File: src/sv/pls_pkg.sv
// Shared definitions for the positional list store: op and status codes,
// cell command codes and the command struct broadcast along the cell row.
// No dependencies.
`timescale 1ns / 1ps
`default_nettype none

package pls_pkg;

  localparam int LIST_DEPTH = 16;
  localparam int DATA_W     = 32;
  localparam int OP_W       = 3;
  localparam int POS_W      = 8;
  localparam int STATUS_W   = 3;
  // index width that covers the largest supported depth (64 cells)
  localparam int IDX_W      = 6;

  localparam logic [OP_W-1:0] OP_INS_FRONT = 3'd0;
  localparam logic [OP_W-1:0] OP_INS_END   = 3'd1;
  localparam logic [OP_W-1:0] OP_INS_POS   = 3'd2;
  localparam logic [OP_W-1:0] OP_DEL_FRONT = 3'd3;
  localparam logic [OP_W-1:0] OP_DEL_END   = 3'd4;
  localparam logic [OP_W-1:0] OP_DEL_POS   = 3'd5;
  localparam logic [OP_W-1:0] OP_DUMP      = 3'd6;

  localparam logic [STATUS_W-1:0] ST_OK      = 3'd0;
  localparam logic [STATUS_W-1:0] ST_EMPTY   = 3'd1;
  localparam logic [STATUS_W-1:0] ST_INVALID = 3'd2;
  localparam logic [STATUS_W-1:0] ST_RANGE   = 3'd3;
  localparam logic [STATUS_W-1:0] ST_FULL    = 3'd4;

  localparam logic [1:0] CMD_HOLD = 2'd0;
  localparam logic [1:0] CMD_INS  = 2'd1;
  localparam logic [1:0] CMD_DEL  = 2'd2;
  localparam logic [1:0] CMD_ROT  = 2'd3;

  typedef struct packed {
    logic [1:0]       cmd;
    logic [IDX_W-1:0] idx;
  } pls_ctrl_t;

endpackage

`default_nettype wire

File: src/sv/positional_list_store_core.sv
// Positional list store top level: request decode, count, dump sequencing,
// result register with skid stage, and the row of pls_cell storage cells.
// Depends on pls_pkg and pls_cell.
//
//   channel  dir  handshake          payload
//   in       in   in_valid/in_stall  in_op, in_value, in_position
//   out      out  out_valid/out_stall out_status, out_element, out_last
//
// An edit shifts the affected cells in parallel and one result beat is
// produced. A dump emits count beats: the row rotates one place per
// result beat, the head cell feeding the output, so the list is intact after.
// rst_n clears the count and all handshake state; cell contents are not reset.
// A stalled output holds one beat in the result register and one in the skid
// stage; input stalls while a dump runs or the skid stage is occupied.
`timescale 1ns / 1ps
`default_nettype none

module positional_list_store_core #(
  parameter int LIST_DEPTH = pls_pkg::LIST_DEPTH
) (
  input  wire                                   clk,
  input  wire                                   rst_n,
  input  wire                                   in_valid,
  output logic                                  in_stall,
  input  wire  [pls_pkg::OP_W-1:0]              in_op,
  input  wire  signed [pls_pkg::DATA_W-1:0]     in_value,
  input  wire  [pls_pkg::POS_W-1:0]             in_position,
  output logic                                  out_valid,
  input  wire                                   out_stall,
  output logic [pls_pkg::STATUS_W-1:0]          out_status,
  output logic signed [pls_pkg::DATA_W-1:0]     out_element,
  output logic                                  out_last
);

  localparam int DW = pls_pkg::DATA_W;
  localparam int SW = pls_pkg::STATUS_W;
  localparam int IW = pls_pkg::IDX_W;
  localparam int CW = $clog2(LIST_DEPTH + 1);
  localparam int PW = ((CW > pls_pkg::POS_W) ? CW : pls_pkg::POS_W) + 1;

  logic [CW-1:0] count_r, count_nxt;
  logic          dumping_r, dumping_nxt;
  logic [CW-1:0] dump_rem_r, dump_rem_nxt;

  logic          out_v_r;
  logic [SW-1:0] out_status_r;
  logic [DW-1:0] out_element_r;
  logic          out_last_r;

  logic          skid_v_r;
  logic [SW-1:0] skid_status_r;
  logic [DW-1:0] skid_element_r;
  logic          skid_last_r;

  logic          in_acc;
  logic          dump_go;
  logic          full;
  logic          empty;
  logic [PW-1:0] cnt_ext;
  logic [PW-1:0] pos_ext;

  logic [SW-1:0] ed_status;
  logic [1:0]    ed_cmd;
  logic [IW-1:0] ed_idx;

  pls_pkg::pls_ctrl_t ctrl;

  logic          r_valid;
  logic [SW-1:0] r_status;
  logic [DW-1:0] r_element;
  logic          r_last;

  logic [DW-1:0] cell_q [LIST_DEPTH];

  assign in_stall = dumping_r | skid_v_r;
  assign in_acc   = in_valid & ~in_stall;
  assign dump_go  = dumping_r & ~skid_v_r & (~out_v_r | ~out_stall);
  assign full     = (count_r == CW'(LIST_DEPTH));
  assign empty    = (count_r == '0);
  assign cnt_ext  = PW'(count_r);
  assign pos_ext  = PW'(in_position);

  always_comb begin
    ed_status = pls_pkg::ST_OK;
    ed_cmd    = pls_pkg::CMD_HOLD;
    ed_idx    = '0;
    case (in_op)
      pls_pkg::OP_INS_FRONT: begin
        if (full) begin
          ed_status = pls_pkg::ST_FULL;
        end else begin
          ed_cmd = pls_pkg::CMD_INS;
        end
      end
      pls_pkg::OP_INS_END: begin
        if (full) begin
          ed_status = pls_pkg::ST_FULL;
        end else begin
          ed_cmd = pls_pkg::CMD_INS;
          ed_idx = IW'(count_r);
        end
      end
      pls_pkg::OP_INS_POS: begin
        if (in_position == '0) begin
          ed_status = pls_pkg::ST_INVALID;
        end else if (pos_ext > cnt_ext + PW'(1)) begin
          ed_status = pls_pkg::ST_RANGE;
        end else if (full) begin
          ed_status = pls_pkg::ST_FULL;
        end else begin
          ed_cmd = pls_pkg::CMD_INS;
          ed_idx = IW'(in_position - pls_pkg::POS_W'(1));
        end
      end
      pls_pkg::OP_DEL_FRONT: begin
        if (empty) begin
          ed_status = pls_pkg::ST_EMPTY;
        end else begin
          ed_cmd = pls_pkg::CMD_DEL;
        end
      end
      pls_pkg::OP_DEL_END: begin
        if (empty) begin
          ed_status = pls_pkg::ST_EMPTY;
        end else begin
          ed_cmd = pls_pkg::CMD_DEL;
          ed_idx = IW'(count_r - CW'(1));
        end
      end
      pls_pkg::OP_DEL_POS: begin
        if (empty) begin
          ed_status = pls_pkg::ST_EMPTY;
        end else if (in_position == '0) begin
          ed_status = pls_pkg::ST_INVALID;
        end else if (pos_ext > cnt_ext) begin
          ed_status = pls_pkg::ST_RANGE;
        end else begin
          ed_cmd = pls_pkg::CMD_DEL;
          ed_idx = IW'(in_position - pls_pkg::POS_W'(1));
        end
      end
      pls_pkg::OP_DUMP: begin
        if (empty) begin
          ed_status = pls_pkg::ST_EMPTY;
        end
      end
      default: ed_status = pls_pkg::ST_INVALID;
    endcase
  end

  always_comb begin
    ctrl.cmd = pls_pkg::CMD_HOLD;
    ctrl.idx = IW'(count_r - CW'(1));
    if (dumping_r) begin
      if (dump_go) begin
        ctrl.cmd = pls_pkg::CMD_ROT;
      end
    end else if (in_acc) begin
      ctrl.cmd = ed_cmd;
      ctrl.idx = ed_idx;
    end
  end

  always_comb begin
    count_nxt    = count_r;
    dumping_nxt  = dumping_r;
    dump_rem_nxt = dump_rem_r;
    if (dumping_r) begin
      r_valid   = dump_go;
      r_status  = pls_pkg::ST_OK;
      r_element = cell_q[0];
      r_last    = (dump_rem_r == CW'(1));
      if (dump_go) begin
        dump_rem_nxt = dump_rem_r - CW'(1);
        if (dump_rem_r == CW'(1)) begin
          dumping_nxt = 1'b0;
        end
      end
    end else begin
      r_valid   = in_acc & ~((in_op == pls_pkg::OP_DUMP) & ~empty);
      r_status  = ed_status;
      r_element = '0;
      r_last    = 1'b1;
      if (in_acc) begin
        if (in_op == pls_pkg::OP_DUMP && !empty) begin
          dumping_nxt  = 1'b1;
          dump_rem_nxt = count_r;
        end
        if (ed_cmd == pls_pkg::CMD_INS) begin
          count_nxt = count_r + CW'(1);
        end else if (ed_cmd == pls_pkg::CMD_DEL) begin
          count_nxt = count_r - CW'(1);
        end
      end
    end
  end

  always_ff @(posedge clk) begin
    if (!rst_n) begin
      count_r    <= '0;
      dumping_r  <= 1'b0;
      dump_rem_r <= '0;
      out_v_r    <= 1'b0;
      skid_v_r   <= 1'b0;
    end else begin
      count_r    <= count_nxt;
      dumping_r  <= dumping_nxt;
      dump_rem_r <= dump_rem_nxt;
      if (out_v_r && out_stall) begin
        if (r_valid) begin
          skid_v_r <= 1'b1;
        end
      end else if (skid_v_r) begin
        out_v_r  <= 1'b1;
        skid_v_r <= 1'b0;
      end else begin
        out_v_r <= r_valid;
      end
    end
  end

  always_ff @(posedge clk) begin
    if (out_v_r && out_stall) begin
      if (r_valid) begin
        skid_status_r  <= r_status;
        skid_element_r <= r_element;
        skid_last_r    <= r_last;
      end
    end else if (skid_v_r) begin
      out_status_r  <= skid_status_r;
      out_element_r <= skid_element_r;
      out_last_r    <= skid_last_r;
    end else if (r_valid) begin
      out_status_r  <= r_status;
      out_element_r <= r_element;
      out_last_r    <= r_last;
    end
  end

  assign out_valid   = out_v_r;
  assign out_status  = out_status_r;
  assign out_element = out_element_r;
  assign out_last    = out_last_r;

  for (genvar g = 0; g < LIST_DEPTH; g++) begin : g_cell
    logic [DW-1:0] left_d;
    logic [DW-1:0] right_d;
    if (g == 0) begin : g_first
      assign left_d = in_value;
    end else begin : g_mid_l
      assign left_d = cell_q[g-1];
    end
    if (g == LIST_DEPTH - 1) begin : g_end
      assign right_d = cell_q[g];
    end else begin : g_mid_r
      assign right_d = cell_q[g+1];
    end
    pls_cell #(
      .POS    (g),
      .DATA_W (DW)
    ) u_cell (
      .clk        (clk),
      .ctrl       (ctrl),
      .ins_data   (in_value),
      .left_data  (left_d),
      .right_data (right_d),
      .head_data  (cell_q[0]),
      .q          (cell_q[g])
    );
  end

`ifndef SYNTHESIS
  a_count_bound: assert property (@(posedge clk) disable iff (!rst_n)
    count_r <= CW'(LIST_DEPTH))
    else $error("count exceeds depth");

  a_skid_behind_out: assert property (@(posedge clk) disable iff (!rst_n)
    skid_v_r |-> out_v_r)
    else $error("skid beat without output beat");

  a_dump_rem: assert property (@(posedge clk) disable iff (!rst_n)
    dumping_r |-> (dump_rem_r != '0) && (dump_rem_r <= count_r))
    else $error("dump counter out of bounds");

  a_edit_result: assert property (@(posedge clk) disable iff (!rst_n)
    in_acc && (in_op != pls_pkg::OP_DUMP) |=> out_v_r)
    else $error("edit produced no result beat");

  a_dump_keeps_count: assert property (@(posedge clk) disable iff (!rst_n)
    dumping_r |=> $stable(count_r))
    else $error("count changed during dump");
`endif

endmodule

`default_nettype wire

File: src/sv/pls_cell.sv
// One storage cell of the positional list store: holds one entry and
// loads it from its left or right neighbor, the insert value or the head.
// Depends on pls_pkg.
`timescale 1ns / 1ps
`default_nettype none

module pls_cell #(
  parameter int POS    = 0,
  parameter int DATA_W = pls_pkg::DATA_W
) (
  input  wire                    clk,
  input  wire pls_pkg::pls_ctrl_t ctrl,
  input  wire  [DATA_W-1:0]      ins_data,
  input  wire  [DATA_W-1:0]      left_data,
  input  wire  [DATA_W-1:0]      right_data,
  input  wire  [DATA_W-1:0]      head_data,
  output logic [DATA_W-1:0]      q
);

  localparam int IW = pls_pkg::IDX_W;
  localparam logic [IW-1:0] MY_IDX = IW'(POS);

  logic [DATA_W-1:0] data_r;
  logic [DATA_W-1:0] data_nxt;

  always_comb begin
    data_nxt = data_r;
    case (ctrl.cmd)
      pls_pkg::CMD_INS: begin
        if (MY_IDX > ctrl.idx) begin
          data_nxt = left_data;
        end else if (MY_IDX == ctrl.idx) begin
          data_nxt = ins_data;
        end
      end
      pls_pkg::CMD_DEL: begin
        if (MY_IDX >= ctrl.idx) begin
          data_nxt = right_data;
        end
      end
      pls_pkg::CMD_ROT: begin
        if (MY_IDX == ctrl.idx) begin
          data_nxt = head_data;
        end else if (MY_IDX < ctrl.idx) begin
          data_nxt = right_data;
        end
      end
      default: data_nxt = data_r;
    endcase
  end

  always_ff @(posedge clk) begin
    data_r <= data_nxt;
  end

  assign q = data_r;

endmodule

`default_nettype wire

File: config.mk
export PLATFORM = sky130hd
export DESIGN_NAME = positional_list_store_core
export DESIGN_NICKNAME = d
export VERILOG_FILES = /design/src/sv/pls_pkg.sv /design/src/sv/positional_list_store_core.sv /design/src/sv/pls_cell.sv
export SDC_FILE = /design/constraint.sdc
export NUM_CORES = 2
export LEC_CHECK = 0
export BUFFER_PORTS_ARGS = -buffer_cell sky130_fd_sc_hd__buf_2
export CAP_MARGIN = 20
export CELL_PAD_IN_SITES_DETAIL_PLACEMENT = 1
export CELL_PAD_IN_SITES_GLOBAL_PLACEMENT = 1
export CORE_MARGIN = 3
export CORE_UTILIZATION = 56
export DETAILED_ROUTE_END_ITERATION = 6
export PLACE_DENSITY = 0.85
export SYNTH_ARGS = -nofsm -noshare
export SYNTH_HDL_FRONTEND = slang
export SYNTH_SLANG_ARGS = --single-unit
File: constraint.sdc
create_clock -name clk -period 9.6 [get_ports clk]
set_input_delay 0.96 -clock clk [delete_from_list [all_inputs] [get_ports clk]]
set_output_delay 0.96 -clock clk [all_outputs]
set_load 0.01 [all_outputs]
==> impl_metrics.yaml <==
status:
  status: "finished, final reports clean"
final_layout:
  final_cell_mix: "584 x edfxtp_1, 319 x mux2i_1, 304 x nand2_1"
  syn2layout_area_growth_pct: 9.79
  final_core_util_pct: 62.8
  mostFrequentLayoutCell: "edfxtp_1"
  fillers: 5778
  nNetsFinal: 2876
  stdcell_count: 3618
  final_layout_size_suffix_gt1_share_pct: 13.4
power_and_ir_drop:
  power_frac_comb_pct: 45.9
  switching_power_mw: 5.71
  power.internal_mw: 7.50
  vdd_ir_drop_max_mv: 0.217
  power_frac_seq_pct: 35.9
  powerDensity_nw_per_um2: 361
  switching_share_pct: 43.2
  leakage_nw: 13.7
  pwr-share-clk_pct: 18.2
yosys:
  syn_avg_cell_area_sq_um: 11.7
  synth.net_count: 2921
  synth-seq-area-share_pct: 53.3
  syn_inst: 2852
  ys.warnings.count: 0
  ys_seq_elements: 597
  netlist_area_sq_um: 33400
  synth_edf_count: 584
  yosys_most_used_dff: "edfxtp_1"
  async_flop_share_pct: 0
  yosysUniqueCellTypes: 97
setup_path:
  rr_startpoint: "count_r[2]"
  critPathMaxFanout: 41
  crit_end: "g_cell[7].u_cell.q[8]"
  cp.arrival_ns: 6.95
  required_ns: 9.97
  startpoint: "count_r[2]"
  reg2reg_depth: 15
  crit_type: "reg2reg"
  rrSetupSlack_ns: 3.02
  r2r-end: "g_cell[7].u_cell.q[8]"
  cp-end-kind: "flop"
  critPathLaunchType: "flop"
routing:
  drtIter0Drc: 4549
  first_pass_iters: 6
  drcViolationCount: 0
  wl_per_cell_microns: 38.0
  vias: 28900
  ant_nets: 0
  routed_wl_microns: 137000
  vias_per_cell: 7.98
global_routing:
  grt_pass1_vias: 30000
  grtUsageMet1_pct: 52.6
  top_usage_layer: "met2"
  grt_util_met2_pct: 65.8
  grt_pass1_wl_microns: 199000
  track_usage_pct: 42.5
  antenna_found_initial: 5
  grt_max_degree: 90
  grt_overflow_total: 0
  met3_usage_pct: 12.2
timing:
  clock_skew_ns: 0.0339
  max_freq_mhz: 152
  slew_headroom_pct: 15.7
  finalSetupViolCount: 0
  post-route-min-period_ns: 6.58
  rsz0062_at_grt: "no"
  hold_viol: 0
  tightest_slew_ns: 1.26
  slew_violations: 0
  finalSetupTns_ns: 0
  period_share_pct: 68.5
place:
  place_congestion: 0.915
  portBuffers: 84
  dp_hpwl_microns: 79100
  dp.cells: 3499
floorplan:
  floorplan.io_pins: 85
  die_w_microns: 250
  fp-row-count: 88
  fp.dieH_microns: 250
  start_util_pct: 57.2
  dieArea_sq_um: 62500
  coreArea_sq_um: 58400
clock_network:
  postCtsSetupBuffers: 0
  root_buffer: "clkbuf_16"
  clk_latency_ns: 0.64
  clockBufferDepth: 3
  cts_made_buffers: 66
  cts_resized: 0
  cts_num_sinks: 597
  ctsHtreeMaxLevel: 3
  path_clk_slew_ns: 0.06
  cts_tree: "yes"
  hold_buffers: 0
worst_hold_path:
  worstHoldPathType: "reg2reg"
  whs_path_depth: 2
flow_run:
  max_cap_viol_count: 0
[state kept, by name (all words and copies together) (netlist names)]
name	count
g_cell.u_cell.q	512
out_element	32
skid_element_r	32
count_r	5
dump_rem_r	5
out_status	3
skid_status_r	3
dumping_r	1
out_last	1
out_valid	1
skid_last_r	1
skid_v_r	1
[cells by family (layout without fill, tap and decap cells)]
family                     after synthesis  count (layout)  share of synthesized area (%)
AOI/OAI and AO/OA                      809             809                           19.8
and+or+nand+nor                        704             704                           9.58
DFF                                    597             597                           53.3
muxes                                  388             388                           11.9
buffers and inverters                  318             314                           4.12
adders and majority gates               22              22                          0.848
xor gates and xnor gates                14              14                          0.368
other                                    0               5                              0
[critical path, cell delays in order, from the launching register on]
cell and delay, ns:
dfxtp_1 0.72, inv_1 0.20, nor3_1 0.22, nand3_1 0.13
ha_1 0.40, nand2_1 0.10, nor3_1 0.18, o211a_2 0.29
nor2_1 0.10, o221ai_2 0.49, nand2_4 0.68, nor3_4 1.14
buf_4 0.54, o21ai_4 0.24, buf_4 0.41, a221o_1 0.43
[power by group through the flow]
stage | Combinational (mW) | Sequential (mW) | Clock (mW)
finish | 6.06 | 4.74 | 2.40
global route | 6.17 | 4.80 | 2.49
CTS | 5.75 | 4.71 | 2.39
detailed placement | 5.63 | 4.73 | 0
global placement | 5.32 | 4.67 | 0
floorplan | 3.66 | 4.58 | 0
[cell type report]
class	count	area (sq um)	area share (%)
Sequential cell	597	17800	48.6
Timing Repair Buffer	159	1060	2.90
Inverter	46	173	0.471
Clock inverter	30	150	0.410
Tap cell	765	957	2.61
Clock buffer	79	1740	4.76
Antenna cell	5	12.5	0.0342
Multi-Input combinational cell	1937	14700	40.2
[worst min-delay path by stage]
stage                             startpoint         endpoint  slack (ns)
after floorplan                dump_rem_r[3]    dump_rem_r[3]        0.47
after global placement         dump_rem_r[3]    dump_rem_r[3]        0.48
after detailed placement       dump_rem_r[3]    dump_rem_r[3]        0.50
after CTS                      dump_rem_r[3]    dump_rem_r[3]        0.51
after global routing      skid_element_r[10]  out_element[10]        0.57
final                          dump_rem_r[3]    dump_rem_r[3]        0.51
[synth_stat cells (4+ instances only)]
library cell | instances | area share (%)
buf_6 | 4 | 0.14
a21oi_1 | 58 | 0.87
o31a_1 | 4 | 0.11
nor3_1 | 17 | 0.26
inv_1 | 44 | 0.50
a31oi_1 | 9 | 0.17
buf_1 | 8 | 0.090
or2_2 | 5 | 0.094
edfxtp_1 | 584 | 53
clkbuf_1 | 177 | 2.0
nor3_2 | 4 | 0.12
a22oi_1 | 6 | 0.14
o22ai_1 | 73 | 1.4
nand4_1 | 4 | 0.075
a21o_1 | 70 | 1.6
nor2b_1 | 6 | 0.11
mux2i_1 | 320 | 9.6
dfxtp_1 | 13 | 0.78
nand2b_1 | 6 | 0.11
or3_1 | 6 | 0.11
ha_1 | 21 | 0.79
a221oi_1 | 30 | 0.79
a21oi_2 | 5 | 0.13
o2bb2ai_1 | 33 | 0.87
o21ai_1 | 37 | 0.56
buf_4 | 19 | 0.43
nor2_1 | 202 | 2.3
a211oi_1 | 7 | 0.16
and2_1 | 73 | 1.4
a221o_1 | 259 | 7.8
xnor2_1 | 11 | 0.29
o221ai_1 | 90 | 2.4
mux2_1 | 28 | 0.95
o211ai_1 | 34 | 0.77
mux2_2 | 40 | 1.4
o21ai_0 | 50 | 0.75
nand3_1 | 43 | 0.65
nand2_1 | 308 | 3.5
o21a_1 | 5 | 0.11
buf_2 | 64 | 0.96
[per-layer routing]
| metal | routed length [microns] | part of all wire, % | up-vias |
|---|---|---|---|
| met5 | 11 | 0.0080 | - |
| met4 | 9250 | 6.7 | 2 |
| met3 | 19500 | 14 | 731 |
| met2 | 62000 | 45 | 2668 |
| met1 | 46800 | 34 | 14300 |
| li1 | - | - | 11200 |
[per-stage QoR]
stage | instance area, sq um | power, mW | hold slack [ns] | setup slack, ns
floorplan | 33400 | 8.24 | 0.467 | 3.18
global placement | 34600 | 10.0 | 0.477 | 2.93
detailed placement | 34600 | 10.4 | 0.504 | 2.74
CTS | 36500 | 12.8 | 0.512 | 2.73
global route | 36600 | 13.5 | 0.568 | 2.79
finish | 36600 | 13.2 | 0.508 | 3.02
(Power assumes the default switching activity.)
